$ cat config.mk
export PLATFORM = sky130hd
export DESIGN_NAME = line_segment_window_clipper_core
export DESIGN_NICKNAME = d
export VERILOG_FILES = /design/src/design/lswc_pkg.sv /design/src/design/lswc_div.sv /design/src/design/lswc_dp.sv /design/src/design/lswc_seq.sv /design/src/design/line_segment_window_clipper_core.sv
export SDC_FILE = /design/constraint.sdc
export NUM_CORES = 2
export LEC_CHECK = 0
export ABC_AREA = 1
export BUFFER_PORTS_ARGS = -buffer_cell sky130_fd_sc_hd__clkbuf_2
export CAP_MARGIN = 20
export CORE_MARGIN = 8
export CORE_UTILIZATION = 54
export DETAILED_ROUTE_END_ITERATION = 10
export GPL_TIMING_DRIVEN = 0
export PLACE_DENSITY = 0.75
export RECOVER_POWER = 50
export SYNTH_ARGS = -nofsm -noshare
export SYNTH_HDL_FRONTEND = slang
export SYNTH_SLANG_ARGS = --single-unit
$ cat constraint.sdc
create_clock -name clk -period 8.4 [get_ports clk]
set_input_delay 1.68 -clock clk [delete_from_list [all_inputs] [get_ports clk]]
set_output_delay 1.68 -clock clk [all_outputs]
set_load 0.005 [all_outputs]
$ cat src/design/lswc_pkg.sv
// ----------------------------------------------------------------------------
// lswc_pkg
// Shared types, constants and control store for the line segment window
// clipper: coordinate formats, region codes, control word layout and the
// microprogram that sequences one clip.
// ----------------------------------------------------------------------------
package lswc_pkg;

	// Coordinate and fixed-point formats
	localparam int COORD_BITS = 12;
	localparam int FRAC_BITS  = 16;
	localparam int CW         = COORD_BITS + FRAC_BITS;	// Q16 coordinate width
	localparam int MAX_STEPS  = 8;
	localparam int STEP_W     = $clog2(MAX_STEPS + 1);
	localparam int PC_W       = 4;
	localparam int CFG_IDX_W  = 2;

	typedef logic [COORD_BITS-1:0] coord_t;
	typedef logic [CW-1:0]         fix_t;
	typedef logic [3:0]            code_t;
	typedef logic [PC_W-1:0]       pc_t;
	typedef logic [CFG_IDX_W-1:0]  cfg_idx_t;

	// Region code bits (screen y grows downward)
	localparam code_t CODE_LEFT   = 4'b0001;
	localparam code_t CODE_TOP    = 4'b0010;
	localparam code_t CODE_RIGHT  = 4'b0100;
	localparam code_t CODE_BOTTOM = 4'b1000;

	// Configuration register indices and reset values
	localparam cfg_idx_t REG_LEFT   = cfg_idx_t'(0);
	localparam cfg_idx_t REG_RIGHT  = cfg_idx_t'(1);
	localparam cfg_idx_t REG_TOP    = cfg_idx_t'(2);
	localparam cfg_idx_t REG_BOTTOM = cfg_idx_t'(3);
	localparam coord_t   EDGE_LO_RST = coord_t'(0);
	localparam coord_t   EDGE_HI_RST = coord_t'(4095);

	// Window held in configuration
	typedef struct packed {
		coord_t left;
		coord_t right;
		coord_t top;
		coord_t bottom;
	} win_t;

	// Datapath operations
	typedef enum logic [3:0] {
		OP_NOP,
		OP_LOAD,
		OP_CODES,
		OP_SETUP,
		OP_SAT,
		OP_MUL,
		OP_DIVGO,
		OP_UPDATE,
		OP_EMIT_ACC,
		OP_EMIT_REJ
	} op_t;

	// Jump conditions
	typedef enum logic [2:0] {
		COND_NEVER,
		COND_ALWAYS,
		COND_NO_IN,
		COND_ACC,
		COND_REJ,
		COND_ZDIV,
		COND_DIV_BUSY,
		COND_OUT_BUSY
	} cond_t;

	// One control word
	typedef struct packed {
		op_t   op;
		cond_t cond;
		pc_t   target;
	} ctrl_t;

	// Datapath status seen by the sequencer
	typedef struct packed {
		logic acc;
		logic rej;
		logic zdiv;
		logic div_busy;
	} dp_sts_t;

	// Microprogram addresses
	localparam pc_t PC_WAIT     = pc_t'(0);
	localparam pc_t PC_CODES    = pc_t'(1);
	localparam pc_t PC_TST_ACC  = pc_t'(2);
	localparam pc_t PC_TST_REJ  = pc_t'(3);
	localparam pc_t PC_SETUP    = pc_t'(4);
	localparam pc_t PC_SAT      = pc_t'(5);
	localparam pc_t PC_MUL      = pc_t'(6);
	localparam pc_t PC_DIVGO    = pc_t'(7);
	localparam pc_t PC_DIVWAIT  = pc_t'(8);
	localparam pc_t PC_UPDATE   = pc_t'(9);
	localparam pc_t PC_EMIT_ACC = pc_t'(10);
	localparam pc_t PC_ACC_RET  = pc_t'(11);
	localparam pc_t PC_EMIT_REJ = pc_t'(12);
	localparam pc_t PC_REJ_RET  = pc_t'(13);

	// Control store: a jump is taken when its condition holds, else pc + 1
	function automatic ctrl_t ucode_rom(input pc_t pc);
		ctrl_t w;
		w = '{op: OP_NOP, cond: COND_ALWAYS, target: PC_WAIT};
		case (pc)
			PC_WAIT:     w = '{op: OP_LOAD,     cond: COND_NO_IN,    target: PC_WAIT};
			PC_CODES:    w = '{op: OP_CODES,    cond: COND_NEVER,    target: PC_WAIT};
			PC_TST_ACC:  w = '{op: OP_NOP,      cond: COND_ACC,      target: PC_EMIT_ACC};
			PC_TST_REJ:  w = '{op: OP_NOP,      cond: COND_REJ,      target: PC_EMIT_REJ};
			PC_SETUP:    w = '{op: OP_SETUP,    cond: COND_NEVER,    target: PC_WAIT};
			PC_SAT:      w = '{op: OP_SAT,      cond: COND_ZDIV,     target: PC_EMIT_REJ};
			PC_MUL:      w = '{op: OP_MUL,      cond: COND_NEVER,    target: PC_WAIT};
			PC_DIVGO:    w = '{op: OP_DIVGO,    cond: COND_NEVER,    target: PC_WAIT};
			PC_DIVWAIT:  w = '{op: OP_NOP,      cond: COND_DIV_BUSY, target: PC_DIVWAIT};
			PC_UPDATE:   w = '{op: OP_UPDATE,   cond: COND_ALWAYS,   target: PC_CODES};
			PC_EMIT_ACC: w = '{op: OP_EMIT_ACC, cond: COND_OUT_BUSY, target: PC_EMIT_ACC};
			PC_ACC_RET:  w = '{op: OP_NOP,      cond: COND_ALWAYS,   target: PC_WAIT};
			PC_EMIT_REJ: w = '{op: OP_EMIT_REJ, cond: COND_OUT_BUSY, target: PC_EMIT_REJ};
			PC_REJ_RET:  w = '{op: OP_NOP,      cond: COND_ALWAYS,   target: PC_WAIT};
			default:     w = '{op: OP_NOP,      cond: COND_ALWAYS,   target: PC_WAIT};
		endcase
		return w;
	endfunction

endpackage

$ cat src/design/lswc_div.sv
// ----------------------------------------------------------------------------
// lswc_div
// Restoring divider, one quotient bit per cycle. The caller guarantees the
// quotient fits in CW bits (upper half of the dividend below the divisor).
// ----------------------------------------------------------------------------
module lswc_div (
	input  logic                            clk,
	input  logic                            arst_n,
	input  logic                            start,
	input  logic [2*lswc_pkg::CW-1:0]       dividend,
	input  lswc_pkg::fix_t                  divisor,
	output logic                            busy,
	output lswc_pkg::fix_t                  quotient
);

	localparam int CW    = lswc_pkg::CW;
	localparam int CNT_W = $clog2(CW + 1);

	logic [CNT_W-1:0] cnt_q;
	lswc_pkg::fix_t   rem_q;
	lswc_pkg::fix_t   lo_q;	// dividend bits still to come; quotient shifts in
	lswc_pkg::fix_t   dvs_q;
	logic [CW:0]      trial;
	logic [CW+1:0]    diff;
	logic             ge;

	// Trial subtract
	always_comb begin
		trial = {rem_q, lo_q[CW-1]};
		diff  = {1'b0, trial} - {2'b00, dvs_q};
		ge    = ~diff[CW+1];
	end

	// Iteration counter
	always_ff @(posedge clk or negedge arst_n) begin
		if (!arst_n) begin
			cnt_q <= '0;
		end else if (start) begin
			cnt_q <= CNT_W'(CW);
		end else if (cnt_q != '0) begin
			cnt_q <= cnt_q - 1'b1;
		end
	end

	// Remainder and quotient shift
	always_ff @(posedge clk) begin
		if (start) begin
			rem_q <= dividend[2*CW-1:CW];
			lo_q  <= dividend[CW-1:0];
			dvs_q <= divisor;
		end else if (cnt_q != '0) begin
			rem_q <= ge ? diff[CW-1:0] : trial[CW-1:0];
			lo_q  <= {lo_q[CW-2:0], ge};
		end
	end

	assign busy     = (cnt_q != '0);
	assign quotient = lo_q;

endmodule

$ cat src/design/lswc_dp.sv
// ----------------------------------------------------------------------------
// lswc_dp
// Clipping datapath: endpoint registers, region codes, crossing setup,
// multiplier and divider, endpoint update and pixel rounding.
// ----------------------------------------------------------------------------
module lswc_dp (
	input  logic              clk,
	input  logic              arst_n,
	input  lswc_pkg::op_t     op,
	input  logic              load,
	input  lswc_pkg::win_t    win,
	input  lswc_pkg::coord_t  start_x,
	input  lswc_pkg::coord_t  start_y,
	input  lswc_pkg::coord_t  end_x,
	input  lswc_pkg::coord_t  end_y,
	output lswc_pkg::dp_sts_t sts,
	output lswc_pkg::coord_t  pix_x1,
	output lswc_pkg::coord_t  pix_y1,
	output lswc_pkg::coord_t  pix_x2,
	output lswc_pkg::coord_t  pix_y2
);

	localparam int CW = lswc_pkg::CW;
	localparam int FB = lswc_pkg::FRAC_BITS;

	// Endpoints and codes
	lswc_pkg::fix_t  x1_q, y1_q, x2_q, y2_q;
	lswc_pkg::code_t c1_q, c2_q;
	logic [lswc_pkg::STEP_W-1:0] steps_q;

	// Crossing operands
	lswc_pkg::fix_t  e_q, base_q, ua_q, ub_q, ud_q;
	logic            neg_q, vert_q, first_q;
	logic [2*CW-1:0] prod_q;

	// Window in Q16
	lswc_pkg::fix_t l_f, r_f, t_f, b_f;

	// Setup wires
	lswc_pkg::code_t c_sel;
	logic            first_c, vert_c;
	lswc_pkg::fix_t  e_c, p1, p2, q1, q2;
	logic [CW:0]     a_c, b_c, d_c;

	// Update wires
	logic            div_busy;
	lswc_pkg::fix_t  quot;
	logic [CW:0]     sum_c;
	lswc_pkg::fix_t  new_c;
	logic            empty;

	function automatic lswc_pkg::code_t region(input lswc_pkg::fix_t x,
			input lswc_pkg::fix_t y, input lswc_pkg::fix_t l, input lswc_pkg::fix_t t,
			input lswc_pkg::fix_t r, input lswc_pkg::fix_t b);
		lswc_pkg::code_t c;
		c = '0;
		if (x < l)      c = c | lswc_pkg::CODE_LEFT;
		else if (x > r) c = c | lswc_pkg::CODE_RIGHT;
		if (y < t)      c = c | lswc_pkg::CODE_TOP;
		else if (y > b) c = c | lswc_pkg::CODE_BOTTOM;
		return c;
	endfunction

	function automatic lswc_pkg::fix_t mag(input logic [CW:0] v);
		logic [CW:0] n;
		n = -v;
		return v[CW] ? n[CW-1:0] : v[CW-1:0];
	endfunction

	// Round Q16 to the nearest pixel, halves upward
	function automatic lswc_pkg::coord_t pixel(input lswc_pkg::fix_t v);
		logic [CW:0] s;
		s = {1'b0, v} + (CW+1)'(1 << (FB - 1));
		return s[CW-1:FB];
	endfunction

	assign l_f = {win.left,   {FB{1'b0}}};
	assign r_f = {win.right,  {FB{1'b0}}};
	assign t_f = {win.top,    {FB{1'b0}}};
	assign b_f = {win.bottom, {FB{1'b0}}};

	// Outside endpoint and first crossed edge
	always_comb begin
		first_c = (c1_q != '0);
		c_sel   = first_c ? c1_q : c2_q;
		if ((c_sel & lswc_pkg::CODE_LEFT) != '0) begin
			e_c = l_f; vert_c = 1'b1;
		end else if ((c_sel & lswc_pkg::CODE_TOP) != '0) begin
			e_c = t_f; vert_c = 1'b0;
		end else if ((c_sel & lswc_pkg::CODE_RIGHT) != '0) begin
			e_c = r_f; vert_c = 1'b1;
		end else begin
			e_c = b_f; vert_c = 1'b0;
		end
		p1  = vert_c ? x1_q : y1_q;
		p2  = vert_c ? x2_q : y2_q;
		q1  = vert_c ? y1_q : x1_q;
		q2  = vert_c ? y2_q : x2_q;
		a_c = {1'b0, e_c} - {1'b0, p1};
		b_c = {1'b0, p2}  - {1'b0, p1};
		d_c = {1'b0, q2}  - {1'b0, q1};
	end

	// New coordinate along the crossed edge
	always_comb begin
		sum_c = neg_q ? ({1'b0, base_q} - {1'b0, quot}) : ({1'b0, base_q} + {1'b0, quot});
		new_c = sum_c[CW-1:0];
	end

	// Operation registers
	always_ff @(posedge clk) begin
		case (op)
			lswc_pkg::OP_LOAD: begin
				if (load) begin
					x1_q    <= {start_x, {FB{1'b0}}};
					y1_q    <= {start_y, {FB{1'b0}}};
					x2_q    <= {end_x,   {FB{1'b0}}};
					y2_q    <= {end_y,   {FB{1'b0}}};
					steps_q <= '0;
				end
			end
			lswc_pkg::OP_CODES: begin
				c1_q <= region(x1_q, y1_q, l_f, t_f, r_f, b_f);
				c2_q <= region(x2_q, y2_q, l_f, t_f, r_f, b_f);
			end
			lswc_pkg::OP_SETUP: begin
				e_q     <= e_c;
				vert_q  <= vert_c;
				first_q <= first_c;
				base_q  <= q1;
				ua_q    <= mag(a_c);
				ub_q    <= mag(b_c);
				ud_q    <= mag(d_c);
				neg_q   <= a_c[CW] ^ b_c[CW] ^ d_c[CW];
			end
			lswc_pkg::OP_SAT: begin
				// ratio capped at one keeps the point between the endpoints
				if (ua_q > ub_q) ua_q <= ub_q;
			end
			lswc_pkg::OP_MUL: begin
				prod_q <= ua_q * ud_q;
			end
			lswc_pkg::OP_UPDATE: begin
				steps_q <= steps_q + 1'b1;
				if (first_q) begin
					x1_q <= vert_q ? e_q : new_c;
					y1_q <= vert_q ? new_c : e_q;
				end else begin
					x2_q <= vert_q ? e_q : new_c;
					y2_q <= vert_q ? new_c : e_q;
				end
			end
			default: begin
			end
		endcase
	end

	// Divider: round-to-nearest by adding half the divisor
	lswc_div u_div (
		.clk      (clk),
		.arst_n   (arst_n),
		.start    (op == lswc_pkg::OP_DIVGO),
		.dividend (prod_q + {{(CW+1){1'b0}}, ub_q[CW-1:1]}),
		.divisor  (ub_q),
		.busy     (div_busy),
		.quotient (quot)
	);

	// Status
	always_comb begin
		empty        = (win.left > win.right) || (win.top > win.bottom);
		sts.acc      = !empty && ((c1_q | c2_q) == '0);
		sts.rej      = empty || ((c1_q & c2_q) != '0) ||
			(steps_q == lswc_pkg::STEP_W'(lswc_pkg::MAX_STEPS));
		sts.zdiv     = (ub_q == '0);
		sts.div_busy = div_busy;
	end

	assign pix_x1 = pixel(x1_q);
	assign pix_y1 = pixel(y1_q);
	assign pix_x2 = pixel(x2_q);
	assign pix_y2 = pixel(y2_q);

endmodule

$ cat src/design/lswc_seq.sv
// ----------------------------------------------------------------------------
// lswc_seq
// Microsequencer: step counter, control store lookup and conditional jump.
// ----------------------------------------------------------------------------
module lswc_seq (
	input  logic              clk,
	input  logic              arst_n,
	input  logic              in_valid,
	input  logic              out_busy,
	input  lswc_pkg::dp_sts_t sts,
	output lswc_pkg::ctrl_t   ctrl
);

	lswc_pkg::pc_t pc_q;
	logic          taken;

	assign ctrl = lswc_pkg::ucode_rom(pc_q);

	// Jump condition
	always_comb begin
		case (ctrl.cond)
			lswc_pkg::COND_NEVER:    taken = 1'b0;
			lswc_pkg::COND_ALWAYS:   taken = 1'b1;
			lswc_pkg::COND_NO_IN:    taken = !in_valid;
			lswc_pkg::COND_ACC:      taken = sts.acc;
			lswc_pkg::COND_REJ:      taken = sts.rej;
			lswc_pkg::COND_ZDIV:     taken = sts.zdiv;
			lswc_pkg::COND_DIV_BUSY: taken = sts.div_busy;
			lswc_pkg::COND_OUT_BUSY: taken = out_busy;
			default:                 taken = 1'b1;
		endcase
	end

	// Step counter
	always_ff @(posedge clk or negedge arst_n) begin
		if (!arst_n) begin
			pc_q <= lswc_pkg::PC_WAIT;
		end else begin
			pc_q <= taken ? ctrl.target : pc_q + 1'b1;
		end
	end

endmodule

$ cat src/design/line_segment_window_clipper_core.sv
// ----------------------------------------------------------------------------
// line_segment_window_clipper_core
// Cohen-Sutherland segment clipper against a window held in four registers.
// ----------------------------------------------------------------------------
// One segment is taken at a time. After the input transfer the block forms
// the region codes and tests for a trivial accept or reject; for every
// endpoint it moves onto an edge, at most eight moves, it sets up the
// crossing, caps the ratio, multiplies, runs the bit-serial divider (one
// quotient bit per cycle over a Q16 coordinate) and updates the endpoint.
// The result sits in an output register, so a new segment is accepted while
// the previous result still waits for its transfer. Configuration writes are
// taken at any time but are meant for idle periods.
// ----------------------------------------------------------------------------
module line_segment_window_clipper_core (
	input  logic                        clk,
	input  logic                        arst_n,
	// configuration
	input  logic                        cfg_valid,
	output logic                        cfg_ready,
	input  lswc_pkg::cfg_idx_t          cfg_index,
	input  lswc_pkg::coord_t            cfg_data,
	// segment in
	input  logic                        in_valid,
	output logic                        in_ready,
	input  lswc_pkg::coord_t            start_x,
	input  lswc_pkg::coord_t            start_y,
	input  lswc_pkg::coord_t            end_x,
	input  lswc_pkg::coord_t            end_y,
	// result out
	output logic                        out_valid,
	input  logic                        out_ready,
	output logic                        accepted,
	output lswc_pkg::coord_t            clip_start_x,
	output lswc_pkg::coord_t            clip_start_y,
	output lswc_pkg::coord_t            clip_end_x,
	output lswc_pkg::coord_t            clip_end_y
);

	lswc_pkg::win_t    win_q;
	lswc_pkg::ctrl_t   ctrl;
	lswc_pkg::dp_sts_t sts;
	lswc_pkg::coord_t  pix_x1, pix_y1, pix_x2, pix_y2;
	logic              out_valid_q;
	logic              out_busy;
	logic              emit;
	logic              emit_acc;

	// Window registers
	assign cfg_ready = 1'b1;

	always_ff @(posedge clk or negedge arst_n) begin
		if (!arst_n) begin
			win_q.left   <= lswc_pkg::EDGE_LO_RST;
			win_q.right  <= lswc_pkg::EDGE_HI_RST;
			win_q.top    <= lswc_pkg::EDGE_LO_RST;
			win_q.bottom <= lswc_pkg::EDGE_HI_RST;
		end else if (cfg_valid) begin
			case (cfg_index)
				lswc_pkg::REG_LEFT:   win_q.left   <= cfg_data;
				lswc_pkg::REG_RIGHT:  win_q.right  <= cfg_data;
				lswc_pkg::REG_TOP:    win_q.top    <= cfg_data;
				lswc_pkg::REG_BOTTOM: win_q.bottom <= cfg_data;
				default: begin
				end
			endcase
		end
	end

	// Sequencer and datapath
	assign in_ready = (ctrl.op == lswc_pkg::OP_LOAD);
	assign out_busy = out_valid_q && !out_ready;

	lswc_seq u_seq (
		.clk      (clk),
		.arst_n   (arst_n),
		.in_valid (in_valid),
		.out_busy (out_busy),
		.sts      (sts),
		.ctrl     (ctrl)
	);

	lswc_dp u_dp (
		.clk     (clk),
		.arst_n  (arst_n),
		.op      (ctrl.op),
		.load    (in_valid && in_ready),
		.win     (win_q),
		.start_x (start_x),
		.start_y (start_y),
		.end_x   (end_x),
		.end_y   (end_y),
		.sts     (sts),
		.pix_x1  (pix_x1),
		.pix_y1  (pix_y1),
		.pix_x2  (pix_x2),
		.pix_y2  (pix_y2)
	);

	// Output register
	assign emit_acc = (ctrl.op == lswc_pkg::OP_EMIT_ACC);
	assign emit     = (emit_acc || (ctrl.op == lswc_pkg::OP_EMIT_REJ)) && !out_busy;

	always_ff @(posedge clk or negedge arst_n) begin
		if (!arst_n) begin
			out_valid_q <= 1'b0;
		end else if (emit) begin
			out_valid_q <= 1'b1;
		end else if (out_ready) begin
			out_valid_q <= 1'b0;
		end
	end

	always_ff @(posedge clk) begin
		if (emit) begin
			accepted     <= emit_acc;
			clip_start_x <= emit_acc ? pix_x1 : '0;
			clip_start_y <= emit_acc ? pix_y1 : '0;
			clip_end_x   <= emit_acc ? pix_x2 : '0;
			clip_end_y   <= emit_acc ? pix_y2 : '0;
		end
	end

	assign out_valid = out_valid_q;

endmodule

---- Word level (Yosys, flattened, before mapping) ----
Memory sizes are Yosys's and may differ from the RTL's.
Cells that the tools add are included.
cells by class
  $add $sub $neg .......................... 17
  $mul .................................... 1
  divide/modulo/power cells ............... 0
  magnitude comparators ................... 11
  eq/ne operators ......................... 24
  shift-type cells ........................ 0
  muxes and demuxes ....................... 52
  bitwise gates (word level) .............. 5
  reduce and logical (&&, ||, !) cells .... 31
operators by type and width
  operator                  number
  $mux W28                  27
  $pmux W28 S2              5
  $gt A28 B28 Y1            5
  $add A28 B16 Y28 const B  4
  $lt A28 B28 Y1            4
  $sub A28 B28 Y29          3
  $neg A28 Y28              3
  $add A56 B27 Y56          1
  $mul A28 B28 Y56          1
  $mux W4                   8
  $sub A29 B28 Y30          1
  $add A28 B28 Y28          1
  $logic_not A28 Y1         1
  $sub A28 B28 Y28          1
  $gt A12 B12 Y1            2
  $eq A4 B3 Y1 const B      4
  $eq A3 B3 Y1 const B      4
  $eq A4 B4 Y1 const B      3
  $reduce_and A2 Y1         6
  $mux W5                   2
  $mux W3                   3
  $add A4 B1 Y4 const B     2
  $eq A4 B2 Y1 const B      2
  $pmux W1 S8               1
  24 further kinds          47
storage, ports and cells
  flip-flop bits (word level) ............. 514
  latch bits .............................. 0
  memory bits (writable) .................. 0
  ROM bits ................................ 176
  bits of input ports ..................... 67
  output and inout port bits .............. 52
  memories ................................ 1
memory list
  memory           depth  bits a word  rd ports  clocked after memory_dff  write ports  RTL line         text
  (no name shown)  16     11           1         0                         0            lswc_pkg.sv:107  case (pc)

---- Depth between registers and ports, before layout ----
  depth after elaboration ................. 10
  mapped depth ............................ 35
  gate-level depth less buffers ........... 32

---- Modules after synthesis ----
From an unflattened synthesis, not the netlist that was laid out.
second synthesis, totals
  cell total of the unflattened synthesis .. 8336
  area total of the unflattened synthesis .. 64586.9 um^2
by module, submodules not included
  module                            times used  cells each  area an instance (um^2)  sequential area each (um^2)
  lswc_dp                           1           7025        53816.6                  9218.8
  lswc_div                          1           842         6150.9                   2647.5
  line_segment_window_clipper_core  1           386         4072.7                   2727.6
  lswc_seq                          1           83          546.8                    100.1

---- Worst setup path before layout ----
No wires, ideal clock.
  kind .................................... flip-flop to flip-flop
  from .................................... register u_dp.ua_q[22]
  to ...................................... register u_dp.prod_q[50], data pin
  setup time .............................. 0.252 ns
  arrival ................................. 6.543 ns
  required time ........................... 8.148 ns
  slack ................................... 1.605 ns
  stages on the path, launching flop included .. 30
  buffers on the path ..................... 2
  clock period less this slack ............ 6.795 ns
  cells stage by stage .................... edfxtp_1 -> clkbuf_1 -> buf_1 -> nand2_1 -> fa_1 -> inv_1 -> fa_1 -> fa_1 -> inv_1 -> fa_1 -> inv_1 -> fa_1 -> fa_1 -> inv_1 -> fa_1 -> inv_1 -> ha_1 -> a21oi_1 -> inv_1 -> a21oi_1 -> o221a_2 -> inv_1 -> a21oi_1 -> o21ai_0 -> a21boi_0 -> o21bai_1 -> nand2_1 -> nand2_1 -> nand2_1 -> nand2_1
on the way
  cells in the longest elaborated chain, start to end .. 1
RTL lines
  element                 RTL line        text
  start, declared         lswc_dp.sv:32   lswc_pkg::fix_t e_q, base_q, ua_q, ub_q, ud_q;
  start signal, assigned  lswc_dp.sv:131  ua_q <= mag(a_c);
  start signal, assigned  lswc_dp.sv:138  if (ua_q > ub_q) ua_q <= ub_q;
  $mul A28 B28 Y56        lswc_dp.sv:141  prod_q <= ua_q * ud_q;
  end signal, assigned    lswc_dp.sv:141
  end, declared           lswc_dp.sv:34   logic [2*CW-1:0] prod_q;
No other way between the ends.
A chain may end at the register's enable or synchronous reset.

---- Final worst setup path ----
  from .................................... register u_dp.ud_q[17]
  to ...................................... register u_dp.prod_q[51], data pin
on the way
  cells in the longest elaborated chain, start to end .. 1
RTL lines
  element                 RTL line        text
  start, declared         lswc_dp.sv:32
  start signal, assigned  lswc_dp.sv:133  ud_q <= mag(d_c);
  $mul A28 B28 Y56        lswc_dp.sv:141
No other way between the ends.

==> metrics.txt <==
outcome complete, but fails checks; failing checks max-capacitance violations, max-slew violations; DRT iter0 DRCs 7985; top-level I/O count 119; first-pass GRT wire length ~340 mm; most frequent cell after synthesis nand2_1; Setup Viol. Count Final 0; fmax 120 MHz; Setup crit start kind register; Hold Path Sink win_q[30]; Total GRT Usage 0.357; Final Util 0.586; clk slew on worst S/H paths 0.07 ns; commonest cells in the netlist 1902 x nand2_1, 1863 x inv_1, 679 x fa_1; Ys Warns 0; Die Area 128000 µm²; core area 116000 µm²; Final Hold Vio Count 0; Adder-Cell Fraction of Synth Area 0.319; largest net degree at the start of global routing 59; final worst slack 0.0666 ns; vias per cell 5.81; Die Height 358 µm; Clock Latency Late Sink between 0.6 and 0.7 ns; CP max FO 10; Routed Wire Length 232 mm; hpwl dp 191 mm; Primary FF master, synth edfxtp_1; reg-to-reg startpoint u_dp.ud_q[17]; CTS Buffer Depth 3; DR WL/cell 23.6 µm; htree depth 2; post-route minimum period 8.33 ns; Worst Path Required 8.69 ns; initial antenna violation count 25; fillers 10600; DR DRC count 0; RSZ-0062 raised after global routing yes; number of global-route vias before repair ~55000; Worst setup EP type register; area grow syn2layout 7.90%; placed inst area 65800 µm²; # placed instances 9688; r2r setup slk 0.07 ns; Synth area leaders fa_1 22%, edfxtp_1 21%, nand2_1 11%; Worst Clk Skew 0.0512 ns; DR vias between 50000 and 60000; Port-buffer cells 117; number of routed nets with antenna violations 0; gpl congestion roughly 1.1; drt first pass iters 7; final-stage net count approximately 9500; Mapped Nets between 9000 and 10000; number of synthesized register bits 498; Post-Synth XOR/XNOR Area 0.0382; non-filler cells, final 9809; worst slack at placement -1.03 ns; Synth cell types 66; Sink Count 498; CTS buffer count 54; critical path class reg2reg; Worst R2R Path Depth 27; Design Area, Final roughly 68000 µm²; GRT overflow 0; hold buffer count at cts 0; hold depth 2; mux cell area share after synthesis 0; Avg Cell Area, Syn 7.85 µm²; Synth top area share 0.216; Initial Utilization 0.543; Compound-Gate Fraction of Synth Area 0.0925; die width 358 µm; Syn Inst Count ~8000; Tightest Pin Transition 3.29 ns; layout cells sized above 1 0.0521; clock root buffer clkbuf_16; worst slew margin relative to its limit -1.19; largest area contributor in the netlist fa_1; Hold WC Path Type reg2reg; worst path arrival time between 8 and 9 ns; Final Max Tran Viols 263; origin of the worst min-delay path win_q[30]; maxcap violations 7; Mapped Area 63000 µm²; CTS tree done; combinational family with the most area after synthesis adder cells; Async SR Flop Fraction 0.116; # rows ~130; sequential area share after synthesis 0.233; final worst-path cycle share 0.992; number of flops mapped to enable cells by yosys 440; Post-Synth Simple-Gate Area 0.189; r2r endpoint u_dp.prod_q[51]
stage by stage:
stage	TNS [ns]	hold WS (ns)
3_5_place_dp	-13.06	0.482
2_1_floorplan	0	0.453
5_1_grt	-0.0811	0.506
6_report	0	0.494
4_1_cts	0	0.492
3_3_place_gp	-120.49	0.470
cell families (layout without fill, tap and decap cells):
kind of cell    Yosys count  after routing
other cells               1              8
fa+ha+maj              1200           1200
xor+xnor                274            274
simple gates           2877           2877
buf+inv                2140           2384
compound gates         1044           1044
flops                   498            498
cell type report:
cell class / instances / area (µm²) / share of cell area
Timing Repair Buffer: 167 / 1050 / 0.0154
Multi-Input combinational cell: 5396 / 40300 / 0.593
Inverter: 1875 / 7040 / 0.104
Antenna cell: 7 / 17.5 / 0.000258
Sequential cell: 498 / 14700 / 0.216
Clock buffer: 62 / 1380 / 0.0203
Buffer: 240 / 1120 / 0.0165
Tap cell: 1524 / 1910 / 0.0280
Clock inverter: 40 / 473 / 0.00695
registers in the layout, summed over array words and instances (netlist names), 5 cells and up:
signal,count
u_dp.prod_q,56
win_q,48
u_dp.base_q,28
u_dp.u_div.dvs_q,28
u_dp.u_div.quotient,28
u_dp.u_div.rem_q,28
u_dp.ua_q,28
u_dp.ub_q,28
u_dp.ud_q,28
u_dp.x1_q,28
u_dp.x2_q,28
u_dp.y1_q,28
u_dp.y2_q,28
clip_end_x,12
clip_end_y,12
clip_start_x,12
clip_start_y,12
u_dp.e_q,12
u_dp.u_div.cnt_q,5
per-layer routing:
| metal | track usage | routed length [µm] | up-vias |
|---|---|---|---|
| met2 | 0.519 | 95200 | 3597 |
| li1 | - | - | 25300 |
| met3 | 0.106 | 33300 | 675 |
| met4 | 0.143 | 11200 | 10 |
| met5 | 0 | 102 | - |
| met1 | 0.499 | 91700 | 27400 |
worst max-delay path by stage:
stage | startpoint | endpoint | cells past startpoint
after floorplan | u_dp.ua_q[22] | u_dp.prod_q[50] | 29
after global placement | u_seq.pc_q[0] | u_dp.y2_q[4] | 11
after detailed placement | u_dp.ua_q[10] | u_dp.prod_q[42] | 25
after CTS | u_dp.ua_q[21] | u_dp.prod_q[55] | 29
after global routing | u_dp.ua_q[19] | u_dp.prod_q[43] | 29
final | u_dp.ud_q[17] | u_dp.prod_q[51] | 27
what timing repair did:
action	in CTS	in global routing
pin swaps	0	1
gates cloned	0	0
setup endpoints to repair	22	17
hold endpoints to repair	0	0
buffers inserted	13	23
gates resized for setup	92	100
layout by cell type, fill, tap and decap left out, types with 23 or more instances in the layout:
master,instances
a21oi_1,384
a31oi_1,35
buf_2,24
buf_4,31
clkbuf_1,169
clkbuf_16,54
clkbuf_2,135
dfrtp_1,34
dfstp_2,24
edfxtp_1,440
fa_1,679
ha_1,521
inv_1,1863
nand2_1,1904
nand2_2,23
nand3_1,253
nand4_1,64
nor2_1,440
nor3_1,81
nor4_1,33
o211ai_1,32
o21ai_0,387
o21ai_1,25
o21bai_1,24
xnor2_1,84
xor2_1,180
critical path, cell delays in order, from the launching register on:
cell      delay, ns
edfxtp_1       0.33
clkbuf_2       0.43
clkbuf_1       0.66
nand2_1        0.16
fa_1           0.53
inv_1          0.05
fa_1           0.47
inv_1          0.06
fa_1           0.50
inv_1          0.05
fa_1           0.60
fa_1           0.45
fa_1           0.49
inv_1          0.05
fa_1           0.50
inv_1          0.05
ha_1           0.36
a21oi_1        0.21
inv_1          0.06
a21oi_1        0.17
inv_1          0.06
nand2_1        0.08
a21oi_1        0.07
a211oi_1       0.38
nand3_1        0.20
nand3_1        0.17
nand2_1        0.10
xor2_1         0.73
Power is left out: the tool's default activity adds up to more than one toggle a clock period on the data nets, which glitch-free logic cannot reach.
